`src/ets_pkg.sv`:
```
// Shared types, character codes and token codes for the token splitter.
// No dependencies; imported by every module of the block.
package ets_pkg;

   // Character codes that steer the splitter
   localparam logic [7:0] CH_QUOTE  = 8'h22;
   localparam logic [7:0] CH_SPACE  = 8'h20;
   localparam logic [7:0] CH_SLASH  = 8'h2F;
   localparam logic [7:0] CH_STAR   = 8'h2A;
   localparam logic [7:0] CH_DASH   = 8'h2D;
   localparam logic [7:0] CH_GT     = 8'h3E;
   localparam logic [7:0] CH_DOT    = 8'h2E;
   localparam logic [7:0] CH_SEMI   = 8'h3B;
   localparam logic [7:0] CH_LPAREN = 8'h28;
   localparam logic [7:0] CH_RPAREN = 8'h29;
   localparam logic [7:0] CH_PLUS   = 8'h2B;
   localparam logic [7:0] CH_COLON  = 8'h3A;
   localparam logic [7:0] CH_COMMA  = 8'h2C;

   // Token type codes
   localparam logic [2:0] TT_DEFAULT = 3'd0;
   localparam logic [2:0] TT_STRING  = 3'd1;
   localparam logic [2:0] TT_SPACE   = 3'd2;
   localparam logic [2:0] TT_COMMENT = 3'd3;
   localparam logic [2:0] TT_ARROW   = 3'd4;
   localparam logic [2:0] TT_INST    = 3'd5;

   // Result kinds
   localparam logic KIND_CHAR = 1'b0;
   localparam logic KIND_END  = 1'b1;

   // Defaults and sizes
   localparam int SPACE_COUNT_BITS_DEF = 16;
   localparam int MAX_SLOTS            = 5;
   localparam int QUEUE_DEPTH          = 4;
   localparam int QPTR_BITS            = $clog2(QUEUE_DEPTH);

   typedef struct packed {
      logic       kind;
      logic [7:0] ch;
      logic [2:0] ttype;
   } slot_type;

   // All results caused by one input item
   typedef struct packed {
      slot_type [MAX_SLOTS-1:0] slots;
      logic [15:0]              run;
      logic [2:0]               count;
   } job_type;

   // Append one result to a job, dropping anything past the last slot
   function automatic job_type job_put(job_type j, logic kind, logic [7:0] ch,
                                       logic [2:0] ttype);
      job_type r;
      r = j;
      if (j.count < 3'(MAX_SLOTS)) begin
         r.slots[j.count].kind  = kind;
         r.slots[j.count].ch    = ch;
         r.slots[j.count].ttype = ttype;
         r.count                = j.count + 3'd1;
      end
      return r;
   endfunction

endpackage

```
`src/ets_front.sv`:
```
// Front end: takes characters, tracks the splitter mode and builds the result
// list of each character. Depends on ets_pkg.
module ets_front #(
   parameter int SPACE_COUNT_BITS = ets_pkg::SPACE_COUNT_BITS_DEF
) (
   input  logic            clock,
   input  logic            reset,
   input  logic            in_valid,
   input  logic [7:0]      in_char,
   input  logic            in_eot,
   input  logic            q_ready,
   output logic            in_ready,
   output logic            q_push,
   output ets_pkg::job_type q_job
);
   import ets_pkg::*;

   localparam int RUN_BITS = (SPACE_COUNT_BITS >= 16) ? 16 : SPACE_COUNT_BITS;
   localparam logic [RUN_BITS-1:0] RUN_MAX = '1;

   typedef enum logic [2:0] {
      M_NORMAL, M_STRING, M_SPACE, M_SLASH, M_DASH
   } mode_type;

   mode_type            mode_ff, mode_in;
   logic                word_ff, word_in;
   logic [RUN_BITS-1:0] run_ff, run_in;
   job_type             job;
   logic                do_norm;
   logic                take;

   assign in_ready = q_ready;
   assign take     = in_valid && q_ready;
   assign q_push   = take && (job.count != 3'd0);
   assign q_job    = job;

   // Classify the character and build its results
   always_comb begin
      job     = '0;
      mode_in = mode_ff;
      word_in = word_ff;
      run_in  = run_ff;
      do_norm = 1'b0;

      case (mode_ff)
         M_STRING: begin
            job = job_put(job, KIND_CHAR, in_char, TT_DEFAULT);
            if (in_char == CH_QUOTE) begin
               job     = job_put(job, KIND_END, 8'd0, TT_STRING);
               mode_in = M_NORMAL;
            end
         end
         M_SPACE: begin
            if (in_char == CH_SPACE) begin
               if (run_ff != RUN_MAX) run_in = run_ff + 1'b1;
            end else begin
               job     = job_put(job, KIND_END, 8'd0, TT_SPACE);
               job.run = 16'(run_ff);
               run_in  = '0;
               mode_in = M_NORMAL;
               do_norm = 1'b1;
            end
         end
         M_SLASH: begin
            mode_in = M_NORMAL;
            if (in_char == CH_SLASH || in_char == CH_STAR) begin
               job = job_put(job, KIND_CHAR, in_char, TT_DEFAULT);
               job = job_put(job, KIND_END, 8'd0, TT_COMMENT);
            end else begin
               job     = job_put(job, KIND_END, 8'd0, TT_DEFAULT);
               do_norm = 1'b1;
            end
         end
         M_DASH: begin
            mode_in = M_NORMAL;
            if (in_char == CH_GT) begin
               if (word_in) job = job_put(job, KIND_END, 8'd0, TT_ARROW);
               word_in = 1'b0;
               job = job_put(job, KIND_CHAR, CH_DASH, TT_DEFAULT);
               job = job_put(job, KIND_CHAR, CH_GT, TT_DEFAULT);
               job = job_put(job, KIND_END, 8'd0, TT_DEFAULT);
            end else begin
               job     = job_put(job, KIND_CHAR, CH_DASH, TT_DEFAULT);
               word_in = 1'b1;
               do_norm = 1'b1;
            end
         end
         default: begin
            mode_in = M_NORMAL;
            do_norm = 1'b1;
         end
      endcase

      // Handle the character in normal mode
      if (do_norm) begin
         case (in_char)
            CH_QUOTE: begin
               if (word_in) job = job_put(job, KIND_END, 8'd0, TT_DEFAULT);
               word_in = 1'b0;
               job     = job_put(job, KIND_CHAR, in_char, TT_DEFAULT);
               mode_in = M_STRING;
            end
            CH_SPACE: begin
               job     = job_put(job, KIND_END, 8'd0, TT_DEFAULT);
               word_in = 1'b0;
               run_in  = RUN_BITS'(1);
               mode_in = M_SPACE;
            end
            CH_SLASH: begin
               if (word_in) job = job_put(job, KIND_END, 8'd0, TT_DEFAULT);
               word_in = 1'b0;
               job     = job_put(job, KIND_CHAR, in_char, TT_DEFAULT);
               mode_in = M_SLASH;
            end
            CH_DASH: begin
               mode_in = M_DASH;
            end
            CH_LPAREN, CH_RPAREN, CH_STAR, CH_PLUS, CH_COLON, CH_COMMA, CH_SEMI: begin
               if (word_in) job = job_put(job, KIND_END, 8'd0, TT_DEFAULT);
               word_in = 1'b0;
               job = job_put(job, KIND_CHAR, in_char, TT_DEFAULT);
               job = job_put(job, KIND_END, 8'd0, TT_DEFAULT);
            end
            CH_DOT: begin
               if (word_in) job = job_put(job, KIND_END, 8'd0, TT_INST);
               word_in = 1'b0;
               job = job_put(job, KIND_CHAR, in_char, TT_DEFAULT);
               job = job_put(job, KIND_END, 8'd0, TT_DEFAULT);
            end
            default: begin
               job     = job_put(job, KIND_CHAR, in_char, TT_DEFAULT);
               word_in = 1'b1;
            end
         endcase
      end

      // Flush pending state on the final character
      if (in_eot) begin
         case (mode_in)
            M_STRING: begin
               job = job_put(job, KIND_END, 8'd0, TT_STRING);
            end
            M_SPACE: begin
               job     = job_put(job, KIND_END, 8'd0, TT_SPACE);
               job.run = 16'(run_in);
               job     = job_put(job, KIND_END, 8'd0, TT_DEFAULT);
            end
            M_SLASH: begin
               job = job_put(job, KIND_END, 8'd0, TT_DEFAULT);
               job = job_put(job, KIND_END, 8'd0, TT_DEFAULT);
            end
            M_DASH: begin
               job = job_put(job, KIND_CHAR, CH_DASH, TT_DEFAULT);
               job = job_put(job, KIND_END, 8'd0, TT_DEFAULT);
            end
            default: begin
               job = job_put(job, KIND_END, 8'd0, TT_DEFAULT);
            end
         endcase
         mode_in = M_NORMAL;
         word_in = 1'b0;
         run_in  = '0;
      end
   end

   // Hold mode state, advance on each accepted beat
   always_ff @(posedge clock) begin
      if (reset) begin
         mode_ff <= M_NORMAL;
         word_ff <= 1'b0;
         run_ff  <= '0;
      end else if (take) begin
         mode_ff <= mode_in;
         word_ff <= word_in;
         run_ff  <= run_in;
      end
   end

endmodule

```
`src/ets_queue.sv`:
```
// Short job queue between the front end and the result sequencer.
// Depends on ets_pkg.
module ets_queue (
   input  logic             clock,
   input  logic             reset,
   input  logic             push,
   input  ets_pkg::job_type push_job,
   output logic             push_ready,
   input  logic             pop,
   output logic             head_valid,
   output ets_pkg::job_type head_job
);
   import ets_pkg::*;

   job_type              mem_ff [QUEUE_DEPTH];
   logic [QPTR_BITS-1:0] wr_ff, wr_in;
   logic [QPTR_BITS-1:0] rd_ff, rd_in;
   logic [QPTR_BITS:0]   cnt_ff, cnt_in;

   assign push_ready = (cnt_ff != (QPTR_BITS+1)'(QUEUE_DEPTH));
   assign head_valid = (cnt_ff != '0);
   assign head_job   = mem_ff[rd_ff];

   // Advance pointers and fill count
   always_comb begin
      wr_in  = push ? wr_ff + 1'b1 : wr_ff;
      rd_in  = pop ? rd_ff + 1'b1 : rd_ff;
      cnt_in = cnt_ff + (QPTR_BITS+1)'(push) - (QPTR_BITS+1)'(pop);
   end

   always_ff @(posedge clock) begin
      if (reset) begin
         wr_ff  <= '0;
         rd_ff  <= '0;
         cnt_ff <= '0;
      end else begin
         wr_ff  <= wr_in;
         rd_ff  <= rd_in;
         cnt_ff <= cnt_in;
      end
   end

   // Store entries
   always_ff @(posedge clock) begin
      if (push) mem_ff[wr_ff] <= push_job;
   end

endmodule

```
`src/ets_back.sv`:
```
// Result sequencer: walks the slots of the head job and drives the output
// register, one result per beat. Depends on ets_pkg.
module ets_back (
   input  logic             clock,
   input  logic             reset,
   input  logic             head_valid,
   input  ets_pkg::job_type head_job,
   output logic             pop,
   output logic             out_valid,
   input  logic             out_ready,
   output logic             out_kind,
   output logic [7:0]       out_char,
   output logic [2:0]       out_type,
   output logic [15:0]      out_run,
   output logic             out_last
);
   import ets_pkg::*;

   logic [2:0]  idx_ff, idx_in;
   logic        valid_ff, valid_in;
   logic        kind_ff;
   logic [7:0]  char_ff;
   logic [2:0]  type_ff;
   logic [15:0] run_ff;
   logic        last_ff;
   logic        load;
   logic        is_last;
   slot_type    slot;

   assign slot    = head_job.slots[idx_ff];
   assign is_last = (idx_ff == head_job.count - 3'd1);
   assign load    = head_valid && (!valid_ff || out_ready);
   assign pop     = load && is_last;

   // Step through the slots; drop the job after its last one
   always_comb begin
      if (pop) idx_in = '0;
      else if (load) idx_in = idx_ff + 3'd1;
      else idx_in = idx_ff;
      if (load) valid_in = 1'b1;
      else if (out_ready) valid_in = 1'b0;
      else valid_in = valid_ff;
   end

   always_ff @(posedge clock) begin
      if (reset) begin
         idx_ff   <= '0;
         valid_ff <= 1'b0;
      end else begin
         idx_ff   <= idx_in;
         valid_ff <= valid_in;
      end
   end

   // Load the output register
   always_ff @(posedge clock) begin
      if (load) begin
         kind_ff <= slot.kind;
         char_ff <= slot.ch;
         type_ff <= slot.ttype;
         run_ff  <= (slot.kind == KIND_END && slot.ttype == TT_SPACE) ? head_job.run : 16'd0;
         last_ff <= is_last;
      end
   end

   assign out_valid = valid_ff;
   assign out_kind  = kind_ff;
   assign out_char  = char_ff;
   assign out_type  = type_ff;
   assign out_run   = run_ff;
   assign out_last  = last_ff;

endmodule

```
`src/editor_token_splitter_unit.sv`:
```
// Token splitter for editor text: one character per beat in, token characters
// and token-end markers out; results pass through the job queue and the output register.
// Throughput: one character per cycle when each causes one result and rsp_tready is high;
// the output sequencer sends one result per cycle, so characters with more back up the queue.
// Synchronous active-high reset returns the splitter to normal mode with no open word.
module editor_token_splitter_unit #(
   parameter int SPACE_COUNT_BITS = ets_pkg::SPACE_COUNT_BITS_DEF
) (
   input  logic        clock,
   input  logic        reset,
   input  logic        req_tvalid,
   output logic        req_tready,
   input  logic [7:0]  req_tdata,   // [7:0] character
   input  logic        req_tlast,   // end_of_text
   output logic        rsp_tvalid,
   input  logic        rsp_tready,
   output logic [31:0] rsp_tdata,   // [7:0] token_char, [10:8] token_type, [26:11] run_length
   output logic        rsp_tuser,   // kind
   output logic        rsp_tlast    // last_in_run
);
   import ets_pkg::*;

   logic        q_ready;
   logic        q_push;
   job_type     q_job;
   logic        pop;
   logic        head_valid;
   job_type     head_job;
   logic [7:0]  out_char;
   logic [2:0]  out_type;
   logic [15:0] out_run;

   ets_front #(
      .SPACE_COUNT_BITS(SPACE_COUNT_BITS)
   ) u_front (
      .clock    (clock),
      .reset    (reset),
      .in_valid (req_tvalid),
      .in_char  (req_tdata),
      .in_eot   (req_tlast),
      .q_ready  (q_ready),
      .in_ready (req_tready),
      .q_push   (q_push),
      .q_job    (q_job)
   );

   ets_queue u_queue (
      .clock      (clock),
      .reset      (reset),
      .push       (q_push),
      .push_job   (q_job),
      .push_ready (q_ready),
      .pop        (pop),
      .head_valid (head_valid),
      .head_job   (head_job)
   );

   ets_back u_back (
      .clock      (clock),
      .reset      (reset),
      .head_valid (head_valid),
      .head_job   (head_job),
      .pop        (pop),
      .out_valid  (rsp_tvalid),
      .out_ready  (rsp_tready),
      .out_kind   (rsp_tuser),
      .out_char   (out_char),
      .out_type   (out_type),
      .out_run    (out_run),
      .out_last   (rsp_tlast)
   );

   // Pack result fields, low bits first
   assign rsp_tdata = {5'd0, out_run, out_type, out_char};

endmodule
```
`config.mk`:
```
export PLATFORM = sky130hd
export DESIGN_NAME = editor_token_splitter_unit
export DESIGN_NICKNAME = d
export VERILOG_FILES = /design/src/ets_pkg.sv /design/src/ets_front.sv /design/src/ets_queue.sv /design/src/ets_back.sv /design/src/editor_token_splitter_unit.sv
export SDC_FILE = /design/constraint.sdc
export NUM_CORES = 1
export LEC_CHECK = 0
export ABC_AREA = 0
export CELL_PAD_IN_SITES_DETAIL_PLACEMENT = 1
export CELL_PAD_IN_SITES_GLOBAL_PLACEMENT = 2
export CORE_MARGIN = 2
export CORE_UTILIZATION = 45
export DETAILED_ROUTE_END_ITERATION = 7
export DONT_BUFFER_PORTS = 1
export PLACE_DENSITY = 0.8
export REMOVE_ABC_BUFFERS = 1
export SLEW_MARGIN = 20
export SYNTH_ARGS = -nofsm -noshare
export SYNTH_HDL_FRONTEND = slang
export SYNTH_SLANG_ARGS = --single-unit
```
`constraint.sdc`:
```
create_clock -name clock -period 16.4 [get_ports clock]
set_input_delay 0.82 -clock clock [delete_from_list [all_inputs] [get_ports clock]]
set_output_delay 0.82 -clock clock [all_outputs]
set_load 0.01 [all_outputs]
```
==> results of run 1 <==
==> flip-flops by register name, indices dropped and copies added, names as in the netlist, named ones only <==
name / cells
u_back.out_char: 8
u_back.out_run: 16
u_queue.rd_ff: 2
u_back.out_last: 1
u_back.out_type: 3
u_front.mode_ff: 3
u_queue.mem_ff: 316
u_queue.wr_ff: 2
u_back.out_valid: 1
u_queue.cnt_ff: 3
u_back.out_kind: 1
u_front.run_ff: 16
u_back.idx_ff: 3
u_front.word_ff: 1
==> stage by stage <==
stage,hold WS [ns],setup WS (ns),power [µW],instances,util [%]
after floorplan,0.456,7.50,1630,1181,-
after global placement,0.483,7.46,1760,1708,47.5
after detailed placement,0.487,7.29,1770,1708,47.5
after CTS,0.337,7.85,2640,1778,50.8
after global routing,0.342,7.16,2720,1778,50.8
final,0.353,7.78,2610,1778,50.8
==> cell usage in the layout (no fill, tap or decap), types with 9 or more instances in the layout <==
| master | instances |
|---|---|
| conb_1 | 41 |
| and2_1 | 24 |
| o21ai_0 | 58 |
| clkbuf_1 | 13 |
| buf_4 | 16 |
| and3_1 | 14 |
| mux2i_1 | 30 |
| xnor2_1 | 11 |
| nor2_1 | 96 |
| mux4_2 | 79 |
| o31ai_1 | 9 |
| nand2_1 | 71 |
| nor2b_1 | 25 |
| a21oi_1 | 70 |
| ha_1 | 14 |
| nand3_1 | 18 |
| nor3_1 | 29 |
| o22ai_1 | 13 |
| inv_1 | 20 |
| edfxtp_1 | 345 |
| nand2b_1 | 13 |
| or3_1 | 16 |
| dfxtp_1 | 31 |
| a22oi_1 | 11 |
| clkbuf_16 | 41 |
==> path summary, 6_finish.rpt <==
kind              cells after the start                from                    end  slack (ns)
setup / recovery                     27        req_tdata[4]  u_queue.mem_ff[3][55]        7.78
hold / removal                        1               reset              flip-flop        0.35
setup reg to reg                     28  u_front.mode_ff[2]  u_queue.mem_ff[3][55]        7.85
hold reg to reg                       2  u_front.run_ff[10]     u_front.run_ff[10]        0.50
==> worst max-delay path, cell delays in order <==
cell and delay [ns]:
nor4b_4 0.53, a31oi_1 0.38, nor4_4 0.61, inv_4 0.15, ha_1 0.44, inv_1 0.08
and2_1 0.14, a221o_1 0.31, inv_1 0.09, ha_1 0.34, a32o_1 0.28, or3_1 0.36
ha_1 0.31, o211ai_1 0.22, and2_1 0.40, inv_2 0.20, ha_1 0.42, a22o_1 0.19
ha_1 0.19, a21o_1 0.12, nand2_1 0.05, a41oi_1 0.17, o22a_1 0.27, a311oi_2 0.08
o22ai_2 0.37, and2_4 0.45, buf_4 0.73
==> layout make-up <==
| class | count | area (µm²) | area share, % |
|---|---|---|---|
| clock buffers | 55 | 1090 | 5.66 |
| multi-input cells | 780 | 6110 | 31.8 |
| inverters | 23 | 88.8 | 0.462 |
| flip-flops and latches | 378 | 11000 | 57.3 |
| repair buffers | 16 | 120 | 0.624 |
| clock inverters | 15 | 163 | 0.846 |
| well taps | 511 | 639 | 3.32 |
==> report_power, final <==
group | switching (µW) | internal, µW
clock | 357 | 513
combinational | 260 | 201
sequential | 76.2 | 1210
==> metal layers <==
layer | track usage (%) | up-vias | routed length, µm
li1 | - | 4747 | -
met1 | 31.2 | 5488 | 19700
met2 | 35.5 | 305 | 21000
met3 | 3.05 | 81 | 2260
met4 | 7.43 | 0 | 1360
met5 | 0 | - | 0
==> kinds of logic after synthesis <==
group,Yosys count,synth area share (%)
muxes,110,12.1
and+or+nand+nor,362,11.0
other,1,0.0216
xor gates and xnor gates,17,0.900
AOI/OAI and AO/OA,235,9.01
buffers and inverters,99,2.43
DFF,378,63.4
adders and majority gates,15,1.12
==> metrics.yaml, run 1 <==
die:
  ios: 49
  die_h_um: 201
  start_util_pct: 45.9
  dieArea_um2: 40200
  core_region_area_um2: 37800
  rows: 71
  dieWidth_um: 201
global_routing:
  grtUsageTotal_pct: 22.1
  antenna_found_initial: 0
  grt_pass1_vias: 11000
  grt_pass1_wl_mm: 67.7
  grt-ovfl-total: 0
  grt_max_degree: 66
sta:
  fmax_mhz: 116
  setup_violations: 0
  min_period_ns: 8.62
  finClkSkew_ns: 0.0201
  tightestPinTransition_ns: 1.10
  period_share_pct: 52.6
  drv_slew: 0
  tns_ns: 0
  relSlewSlack_pct: 26.1
  rsz0062_at_grt: "no"
  finalHoldViolations: 0
logic_synthesis:
  netlist_top_cells_count: "345 x edfxtp_1, 96 x nor2_1, 79 x mux4_2"
  synth_area_um2: 17400
  synthCells: 1217
  yosysUniqueCellTypes: 89
  synthFlopType: "edfxtp_1"
  synthArstFlopShare_pct: 0
  synth_area_leaders: "edfxtp_1 60%, mux4_2 10%, dfxtp_1 3.8%"
  yosysMostFrequentCell: "edfxtp_1"
  seq_area_frac_synth_pct: 63.4
  ys_warn_count: 0
  synth.ff_latch_count: 378
  synth.largest_area_cell: "edfxtp_1"
  synth_edf_count: 345
  avgSynthCellArea_um2: 14.3
  synthDominantCellAreaShare_pct: 59.6
clock_tree:
  cts_resized: 0
  root_buffer: "clkbuf_16"
  clkSlewWorstSetupHoldPaths_ns: 0.06
  htreeDepth: 2
  cts-hold-fix-buffers: 0
  clock_sinks: 378
  cts_tree: "yes"
  numCtsBuffers: 40
  cts_buffer_depth: 3
  cts_setup_buffers: 0
  insertion_delay_ns: 0.54
cells_and_area:
  area_growth_pct: 10.7
  drive_above_1_share_pct: 14.9
  fin_area_um2: 19200
  nets: 1267
  antenna_cells: 0
  n_fill_cell: 3775
placed_design:
  place_congestion: 0.898
  place_hpwl_mm: 29.9
  placed_area_um2: 18000
  place.port_buffers: 0
route:
  drt_iter0_drc: 826
  postRouteAntennaNets: 0
  wl_mm: 44.2
  vias: 10600
  wl_per_cell_um: 24.9
  route.detailed.drc: 0
  first_pass_iters: 5
  via_per_inst: 5.97
min_path:
  hold_path.class: "input port to flip-flop"
worst_setup_path:
  cp.required_ns: 16.56
  crit_path_end_kind: "flip-flop"
  startpoint_type: "input port"
  critPathKind: "input port to flip-flop"
  arrival_ns: 8.78
  crit_path_max_fanout: 57
pwr:
  vdd_drop_max_mv: 0.0689
  power_leakage_uw: 0.00634
  power.density_nw_per_um2: 136
run:
  maxCapViolations: 0
run_status:
  outcome: "complete, no violations"
Note: power is estimated with default switching activity, not from simulation.
==> run 2: changes to the inputs <==
==> constraint.sdc (replaced) <==
create_clock -name clock -period 8.5 [get_ports clock]
set_input_delay 0.425 -clock clock [delete_from_list [all_inputs] [get_ports clock]]
set_output_delay 0.425 -clock clock [all_outputs]
set_load 0.01 [all_outputs]
==> metrics.yaml, run 2 (synthesis gave the netlist of run 1 again) <==
worst_setup_path:
  regToRegStartpoint: "u_front.mode_ff[2]"
  startpoint_type: "flip-flop"
  cp.required_ns: 8.74
  crit_path_end_kind: "flip-flop"
  critPathKind: "flip-flop to flip-flop"
  crit_path_max_fanout: 28
  critPathLaunch: "u_front.mode_ff[2]"
  arrival_ns: 8.01
sta:
  min_period_ns: 7.78
  period_share_pct: 91.5
  worst_slack_ns: 0.722
  tightestPinTransition_ns: 0.996
  holdWs_ns: 0.0737
  drv_slew: 0
  finClkSkew_ns: 0.0199
  rsz0062_at_grt: "no"
  relSlewSlack_pct: 33.0
  setup_violations: 0
  finalHoldViolations: 0
  fmax_mhz: 129
global_routing:
  grt-ovfl-total: 0
  grt_util_met1_pct: 32.8
  grt-busiest-layer: "met2"
  antenna_found_initial: 0
  met3_usage_pct: 3.46
  grt_pass1_wl_mm: 70.6
  grt_pass1_vias: 11200
  grtUsageTotal_pct: 23.1
  met2_usage_pct: 37.1
  grt_max_degree: 80
min_path:
  hold_path.class: "input port to flip-flop"
  hp-start: "reset"
clock_tree:
  insertion_delay_ns: 0.55
  cts-hold-fix-buffers: 1
  numCtsBuffers: 41
  clock_sinks: 378
  root_buffer: "clkbuf_16"
  clkSlewWorstSetupHoldPaths_ns: 0.06
  cts_tree: "yes"
  cts_resized: 0
  htreeDepth: 2
  cts_setup_buffers: 0
  cts_buffer_depth: 3
cells_and_area:
  stdcell_count: 1794
  area_growth_pct: 12.0
  registers.top_by_ff_count: "u_queue.mem_ff"
  layout_commonest_cell: "edfxtp_1"
  final_cell_mix: "345 x edfxtp_1, 96 x nor2_1, 79 x mux4_2, 71 x nand2_1, 70 x a21oi_1"
  nets: 1278
  drive_above_1_share_pct: 16.1
  largest_reg_flops: 316
route:
  wl_per_cell_um: 25.4
  drt_iter0_drc: 797
  via_per_inst: 6.01
  wl_mm: 45.6
  first_pass_iters: 5
  route.detailed.drc: 0
  postRouteAntennaNets: 0
  vias: 10800
pwr:
  power_leakage_uw: 0.00646
  vdd_drop_max_mv: 0.125
  power.density_nw_per_um2: 264
run:
  maxCapViolations: 0
die:
  core_region_area_um2: 37800
  dieWidth_um: 201
  ios: 49
  start_util_pct: 45.9
  die_h_um: 201
  dieArea_um2: 40200
  rows: 71
placed_design:
  place_hpwl_mm: 30.5
  place_ws_ns: 0.456
  place_congestion: 0.881
  place.port_buffers: 0
  dp_cells: 1717
run_status:
  outcome: "complete, no violations"
## run 2: final timing paths
kind                                 to  slack (ns)  cells after the start
setup / recovery  u_queue.mem_ff[0][50]        0.72                     26
hold / removal         u_queue.wr_ff[1]        0.07                      2
setup reg to reg  u_queue.mem_ff[0][50]        0.72                     26
hold reg to reg      u_front.run_ff[10]        0.50                      2
## run 2: layout make-up
class                   count  area (µm²)
clock inverters            24         206
inverters                  23        88.8
well taps                 511         639
diodes                      1        2.50
repair buffers             26         283
flip-flops and latches    378       11000
clock buffers              51        1110
fillers                  3738       18400
multi-input cells         780        6110
## run 2: worst max-delay path, cell delays in order, from the launching register on
cell	delay, ns
dfxtp_1	0.48
or3b_2	0.55
a41oi_1	0.61
nor4_4	0.16
inv_4	0.19
ha_1	0.25
inv_1	0.08
and2_1	0.14
a221o_1	0.30
inv_1	0.09
ha_1	0.34
a32o_1	0.28
or3_1	0.36
ha_1	0.25
nor4b_1	0.52
o32ai_4	0.29
and2_1	0.26
a21oi_1	0.16
ha_1	0.21
a21o_1	0.12
nand2_1	0.05
a41oi_1	0.17
o22a_1	0.27
a311oi_2	0.08
o22ai_2	0.37
and2_4	0.54
buf_4	0.34
## run 2: per-layer routing
layer  share of wire (%)  vias to the layer above
met5                   0                        -
met4                 2.3                        0
met3                 5.0                       75
met2                  48                      311
met1                  45                     5625
li1                    -                     4778
## run 2: stage by stage
stage / instance area (µm²) / power [µW] / utilization, % / TNS, ns
finish: 19500 / 5130 / 51.4 / 0
global route: 19500 / 5340 / 51.4 / 0
CTS: 19500 / 5190 / 51.4 / 0
detailed placement: 18100 / 3440 / 47.9 / 0
global placement: 18100 / 3400 / 47.9 / 0
floorplan: 17200 / 3150 / - / -8.48
## run 2: power by group
part / total, µW / internal, µW / switching [µW]
registers: 2480 / 2320 / 157
clock network: 1740 / 1020 / 717
logic: 914 / 405 / 509
==> run 3: changes to the inputs <==
--- a/config.mk
+++ b/config.mk
@@ -6,13 +6,12 @@
 export NUM_CORES = 1
 export LEC_CHECK = 0
 export ABC_AREA = 0
-export CELL_PAD_IN_SITES_DETAIL_PLACEMENT = 1
-export CELL_PAD_IN_SITES_GLOBAL_PLACEMENT = 2
 export CORE_MARGIN = 2
 export CORE_UTILIZATION = 45
+export CTS_BUF_LIST = sky130_fd_sc_hd__clkbuf_2 sky130_fd_sc_hd__clkbuf_4 sky130_fd_sc_hd__clkbuf_8
 export DETAILED_ROUTE_END_ITERATION = 7
 export DONT_BUFFER_PORTS = 1
-export PLACE_DENSITY = 0.8
+export PLACE_DENSITY = 0.63
 export REMOVE_ABC_BUFFERS = 1
 export SLEW_MARGIN = 20
 export SYNTH_ARGS = -nofsm -noshare
==> metrics.yaml, run 3 (synthesis gave the netlist of run 1 again) <==
clock_tree:
  cts_buffer_depth: 3
  cts-hold-fix-buffers: 3
  htreeDepth: 2
  insertion_delay_ns: 0.65
  cts_setup_buffers: 0
  cts_resized: 0
  cts_tree: "yes"
  root_buffer: "clkbuf_8"
  clock_sinks: 378
  numCtsBuffers: 59
  clkSlewWorstSetupHoldPaths_ns: 0.07
sta:
  period_share_pct: 91.6
  finClkSkew_ns: 0.0259
  min_period_ns: 7.79
  fmax_mhz: 128
  drv_slew: 0
  relSlewSlack_pct: 30.9
  rsz0062_at_grt: "no"
  setup_violations: 0
  finalHoldViolations: 0
  tightestPinTransition_ns: 1.03
  worst_slack_ns: 0.711
global_routing:
  grt-busiest-layer: "met2"
  grt_pass1_wl_mm: 65.5
  grt-ovfl-total: 0
  met3_usage_pct: 4.37
  grt_util_met1_pct: 30.1
  grtUsageTotal_pct: 21.6
  antenna_found_initial: 1
  grt_max_degree: 48
  grt_pass1_vias: 10700
  met2_usage_pct: 33.4
route:
  wl_per_cell_um: 23.4
  via_per_inst: 5.86
  first_pass_iters: 5
  wl_mm: 43.0
  drt_iter0_drc: 827
  postRouteAntennaNets: 0
  vias: 10800
  route.detailed.drc: 0
placed_design:
  place_hpwl_mm: 28.7
  place.port_buffers: 0
  place_ws_ns: 0.720
  place_congestion: 0.949
  dp_cells: 1726
pwr:
  power.density_nw_per_um2: 258
  vdd_drop_max_mv: 0.317
  power_leakage_uw: 0.00654
  total_power_uw: 5040
worst_setup_path:
  arrival_ns: 8.33
  cp_slowest_cell: "a41oi_1"
  crit_path_max_fanout: 13
  cp.required_ns: 9.04
  critPathKind: "flip-flop to flip-flop"
  critPathMaxStageDelay_ns: 0.64
  crit_path_frequent_cell: "ha_1"
  startpoint_type: "flip-flop"
  crit_path_end_kind: "flip-flop"
die:
  ios: 49
  rows: 71
  dieArea_um2: 40200
  start_util_pct: 45.9
  core_region_area_um2: 37800
  dieWidth_um: 201
  die_h_um: 201
cells_and_area:
  registers.top_by_ff_count: "u_queue.mem_ff"
  area_growth_pct: 12.5
  n_fill_cell: 3256
  final_cell_mix: "345 x edfxtp_1, 96 x nor2_1, 79 x mux4_2, 71 x nand2_1, 70 x a21oi_1"
  multi_input_area_um2: 6110
  drive_above_1_share_pct: 19.2
  antenna_cells: 0
  largest_reg_flops: 316
  seq_area_um2: 11000
  layout_commonest_cell: "edfxtp_1"
  stdcell_count: 1841
  nets: 1307
run_status:
  outcome: "complete, no violations"
run:
  maxCapViolations: 0
min_path:
  hold_path.class: "input port to flip-flop"
run 3: final timing paths:
kind	depth (start not counted)	startpoint	end	slack, ns
worst min-delay path	1	req_tlast	u_queue.mem_ff[1][1]	0.04
worst max-delay path	29	u_front.mode_ff[2]	u_queue.cnt_ff[2]	0.71
worst max register to register	29	u_front.mode_ff[2]	u_queue.cnt_ff[2]	0.71
worst min register to register	2	u_front.run_ff[6]	u_front.run_ff[6]	0.51
run 3: per-layer routing:
| metal | wire length [µm] | up-vias |
|---|---|---|
| met5 | 0 | - |
| met4 | 1510 | 0 |
| met3 | 2860 | 77 |
| met2 | 20000 | 391 |
| met1 | 18700 | 5471 |
| li1 | - | 4854 |
run 3: per-stage QoR:
step | util [%] | setup TNS (ns) | instance area [µm²] | hold WS [ns]
floorplan | - | -8.48 | 17200 | 0.456
global placement | 48.2 | 0 | 18200 | 0.477
detailed placement | 48.2 | 0 | 18200 | 0.491
CTS | 51.7 | 0 | 19500 | 0.00384
global route | 51.7 | 0 | 19500 | 0.0131
finish | 51.7 | 0 | 19500 | 0.0438
run 3: layout make-up:
class | instances | share of cell area [%]
inverters | 23 | 0.454
clock buffers | 76 | 5.03
repair buffers | 37 | 2.09
well taps | 511 | 3.27
clock inverters | 36 | 1.49
flip-flops and latches | 378 | 56.4
multi-input cells | 780 | 31.3
run 3: power by group:
group          total [µW]  switching, µW  leakage [µW]  internal [µW]
registers            2470            151       0.00358           2320
clock network        1610            719      0.000665            888
logic                 959            545       0.00229            414
run 3: worst max-delay path, delay by kind of cell (launching register included):
| family | cells | cell delay, ns |
|---|---|---|
| compound gates | 9 | 2.62 |
| fa+ha+maj | 7 | 2.25 |
| simple gates | 7 | 1.49 |
| flops | 1 | 0.51 |
| buf+inv | 4 | 0.46 |
| xor+xnor | 2 | 0.33 |
